`config.mk`:
```
export PLATFORM = sky130hd
export DESIGN_NAME = bes_cell
export DESIGN_NICKNAME = d
export VERILOG_FILES = /design/src/hdl/bes_pkg.sv /design/src/hdl/bes_cell.sv
export SDC_FILE = /design/constraint.sdc
export NUM_CORES = 1
export LEC_CHECK = 0
export BUFFER_PORTS_ARGS = -buffer_cell sky130_fd_sc_hd__buf_2
export CAP_MARGIN = 40
export CORE_ASPECT_RATIO = 0.5
export CORE_MARGIN = 1
export CORE_UTILIZATION = 50
export CTS_BUF_LIST = sky130_fd_sc_hd__clkbuf_4
export CTS_CLUSTER_SIZE = 40
export DETAILED_ROUTE_END_ITERATION = 6
export PLACE_DENSITY = 0.92
export SLEW_MARGIN = 20
export SYNTH_ARGS = -nofsm -noshare
export SYNTH_HDL_FRONTEND = slang
export SYNTH_SLANG_ARGS = --single-unit
```
`constraint.sdc`:
```
create_clock -name clk -period 7.58 [get_ports clk]
set_input_delay 1.137 -clock clk [delete_from_list [all_inputs] [get_ports clk]]
set_output_delay 1.137 -clock clk [all_outputs]
set_load 0.005 [all_outputs]
```
`src/hdl/bes_pkg.sv`:
```
// ----------------------------------------------------------------------------
// bes_pkg
// Shared types and constants for the bounded element sorter: the link
// record passed between neighboring sort cells and the register map.
// ----------------------------------------------------------------------------
package bes_pkg;

  // Width of one element word.
  localparam int unsigned DATA_W = 32;

  // Width of a size register and its value after reset.
  localparam int unsigned CFG_W = 4;
  localparam logic [CFG_W-1:0] CFG_RESET = 4'd8;

  // Width of the result position field.
  localparam int unsigned POS_W = 6;

  // APB data and address widths.
  localparam int unsigned PDATA_W = 32;
  localparam int unsigned PADDR_W = 3;

  // Register indexes, taken from the word address bit.
  localparam logic REG_ROW_COUNT    = 1'b0;
  localparam logic REG_COLUMN_COUNT = 1'b1;

  // What one cell shows its neighbors: its word, whether it holds one, and
  // whether it holds a word greater than the one being inserted.
  typedef struct packed {
    logic signed [DATA_W-1:0] value;
    logic                     occ;
    logic                     gt;
  } link_t;

endpackage

```
`src/hdl/bes_cell.sv`:
```
// ----------------------------------------------------------------------------
// bes_cell
// One cell of the insertion chain. It holds one word of the sorted row.
// On insert it keeps its word, takes the new word, or takes its left
// neighbor's word; on unload it takes its right neighbor's word.
// ----------------------------------------------------------------------------
module bes_cell (
  input  logic                                 clk,
  input  logic                                 rst,
  input  logic                                 clear,
  input  logic                                 insert,
  input  logic                                 drain,
  input  logic signed [bes_pkg::DATA_W-1:0]    new_value,
  input  bes_pkg::link_t                       left,
  input  bes_pkg::link_t                       right,
  output bes_pkg::link_t                       own
);

  logic signed [bes_pkg::DATA_W-1:0] value;
  logic                              occ;
  logic                              gt;

  // An empty cell counts as greater than any word, so the empty tail
  // always lies behind the insertion point.
  assign gt = !occ || (new_value < value);

  assign own.value = value;
  assign own.occ   = occ;
  assign own.gt    = gt;

  // Occupancy is control state and is cleared by reset and by a new size.
  always_ff @(posedge clk) begin
    if (rst || clear) begin
      occ <= 1'b0;
    end else if (insert) begin
      if (left.gt) begin
        occ <= left.occ;
      end else if (gt) begin
        occ <= 1'b1;
      end
    end else if (drain) begin
      occ <= right.occ;
    end
  end

  // The stored word follows the same moves as its occupancy bit.
  always_ff @(posedge clk) begin
    if (insert) begin
      if (left.gt) begin
        value <= left.value;
      end else if (gt) begin
        value <= new_value;
      end
    end else if (drain) begin
      value <= right.value;
    end
  end

endmodule

```
==> results.tsv <==
metric	value	unit
crit-path max FO	4	
largest net degree at the start of global routing	42	
setup violators final	0	
P per Cell Area	147	mW/mm2
Placer Congestion	0.748	
number of enable flip-flop cells after synthesis	32	
Non-Filler Instances	469	
initial core utilization	0.545	
Slew Limit Headroom	0.510	
Yosys cell types	33	
Worst-Skew Late Latency	340	ps
dominant synthesized flop cell	edfxtp_1	
outcome	finished clean	
pin slew with the least headroom to its limit	735	ps
num ports	139	
first-pass GRT wire length	10100	um
drc violations	0	
hold_buf cts	0	
fraction of registers with async set/reset	0	
most frequent cells in the layout	buf_2 (137), a21oi_1 (46), nor2_1 (37), mux2i_1 (33)	
Post CTS Setup Buffer Count	0	
total wire length	6550	um
vias in the first global route	2363	
die height	52.2	um
Synth Area per Inst	9.35	um2
core footprint	0.00462	mm2
number of sinks on the clock net	33	
GR Util All Layers	0.252	
placed cells	461	
post-DP HPWL	5240	um
Fin. Hold Viols	0	
Remaining Overflow, GRT	0	
Synth Net Count	405	
CP Launch Type	input pin	
H-Tree Depth	2	
CTS tree	yes	
Die Width	102	um
Min Clock Period, post-route	4100	ps
synthesized cell area	0.00251	mm2
CTS Buffer Depth	2	
cells resized by post-CTS repair	0	
setup TNS	0	ps
Nets	538	
synthesized flop and latch total	33	
fin area	0.00333	mm2
vias per inst	5.23	
unrepaired setup endpoints after global routing	no	
initial antenna violation count	0	
via count	2453	
Clock transition at path regs	110	ps
port bufs	137	
Crit. End Element	primary output	
Leak Pwr	1.77	nW
1st-iter DRT viols	64	
Syn. warnings	0	
WL/cell	14.0	um
Seq/Total Area, Yosys	0.390	
clk_skew	6.27	ps
CTS Buf Count	5	
fmax	244	MHz
Area Growth Syn to Fin	32.6	%
diode count	0	
peak supply drop	0.0975	mV
Hold Path Class	reg -> reg	
Post-DP Area	0.00327	mm2
maxcap violations	0	
commonest non-fill, non-tap cell in the layout	buf_2	
Die Area	0.00533	mm2
Routed Antenna Nets	0	
first-pass detailed-route iteration total	5	
Final period util	0.541	
WS Path Type	in -> out	
post-synthesis cell count	269	
Required @ worst endpoint	6440	ps
row cnt	17	
Fillers	361	
layout cell share with drive strength beyond 1	0.377	
max-slew violations	0	
Root Driver	clkbuf_4	
CP arrival	2960	ps
sequential cells by signal, indices dropped and copies added, names as in the netlist:
signal	flops
occ	1
value	32
synth_stat cells, types with 2 or more instances:
cell type	n	area share
a21oi_1	46	0.092
nor2_1	37	0.055
mux2i_1	33	0.13
edfxtp_1	32	0.38
inv_1	32	0.048
ha_1	31	0.15
nand2_1	13	0.019
clkbuf_1	9	0.013
o21ai_0	6	0.012
buf_2	3	0.0060
buf_4	2	0.0060
nand3_1	2	0.0040
nand4_1	2	0.0050
nor3_1	2	0.0040
final timing paths:
| kind | startpoint | end | slack (ps) | depth (start not counted) |
|---|---|---|---|---|
| worst min-delay path | occ | occ | 790 | 3 |
| worst max register to register | value[31] | value[3] | 4590 | 9 |
| worst min register to register | occ | occ | 790 | 3 |
| worst max-delay path | new_value[31] | own[0] | 3480 | 9 |
critical path, cell delays in order:
cell	delay, ps
buf_2	120
ha_1	340
nand4_1	170
nor4_1	450
nand2_1	130
a31oi_1	260
nor2_1	90
mux2i_1	140
buf_2	130
report_power, final:
part           switching (mW)  internal [mW]
Sequential            0.00871          0.222
Clock                  0.0630         0.0477
Combinational          0.0753         0.0722
metal layers:
layer	up-vias	wire, um	global-route usage
met1	1143	2670	0.273
met5	-	0	0
met4	0	185	0.121
met3	21	265	0.0565
li1	1215	-	-
met2	74	3430	0.475
through the flow:
step	total power, mW	hold slack (ps)	setup WS (ps)	utilization
after floorplan	0.314	674	3880	-
after CTS	0.490	789	3510	0.722
after global routing	0.518	838	3380	0.722
after global placement	0.370	709	3540	0.699
final	0.489	792	3480	0.722
after detailed placement	0.382	760	3510	0.709
kinds of logic (layout without fill, tap and decap cells):
group / count (synthesis) / after routing / share of synthesized area
muxes: 34 / 34 / 0.136
and+or+nand+nor: 64 / 64 / 0.113
buffers and inverters: 46 / 180 / 0.0731
adders and majority gates: 31 / 31 / 0.154
AOI/OAI and AO/OA: 61 / 61 / 0.134
DFF: 33 / 33 / 0.390
layout make-up:
| class | instances | area, um2 | area share |
|---|---|---|---|
| multi-input cells | 190 | 1350 | 0.405 |
| flip-flops and latches | 33 | 981 | 0.294 |
| repair buffers | 140 | 741 | 0.222 |
| inverters | 32 | 120 | 0.0360 |
| well taps | 66 | 82.6 | 0.0248 |
| clock buffers | 8 | 60.1 | 0.0180 |
Power figures use the tool's default switching activity.
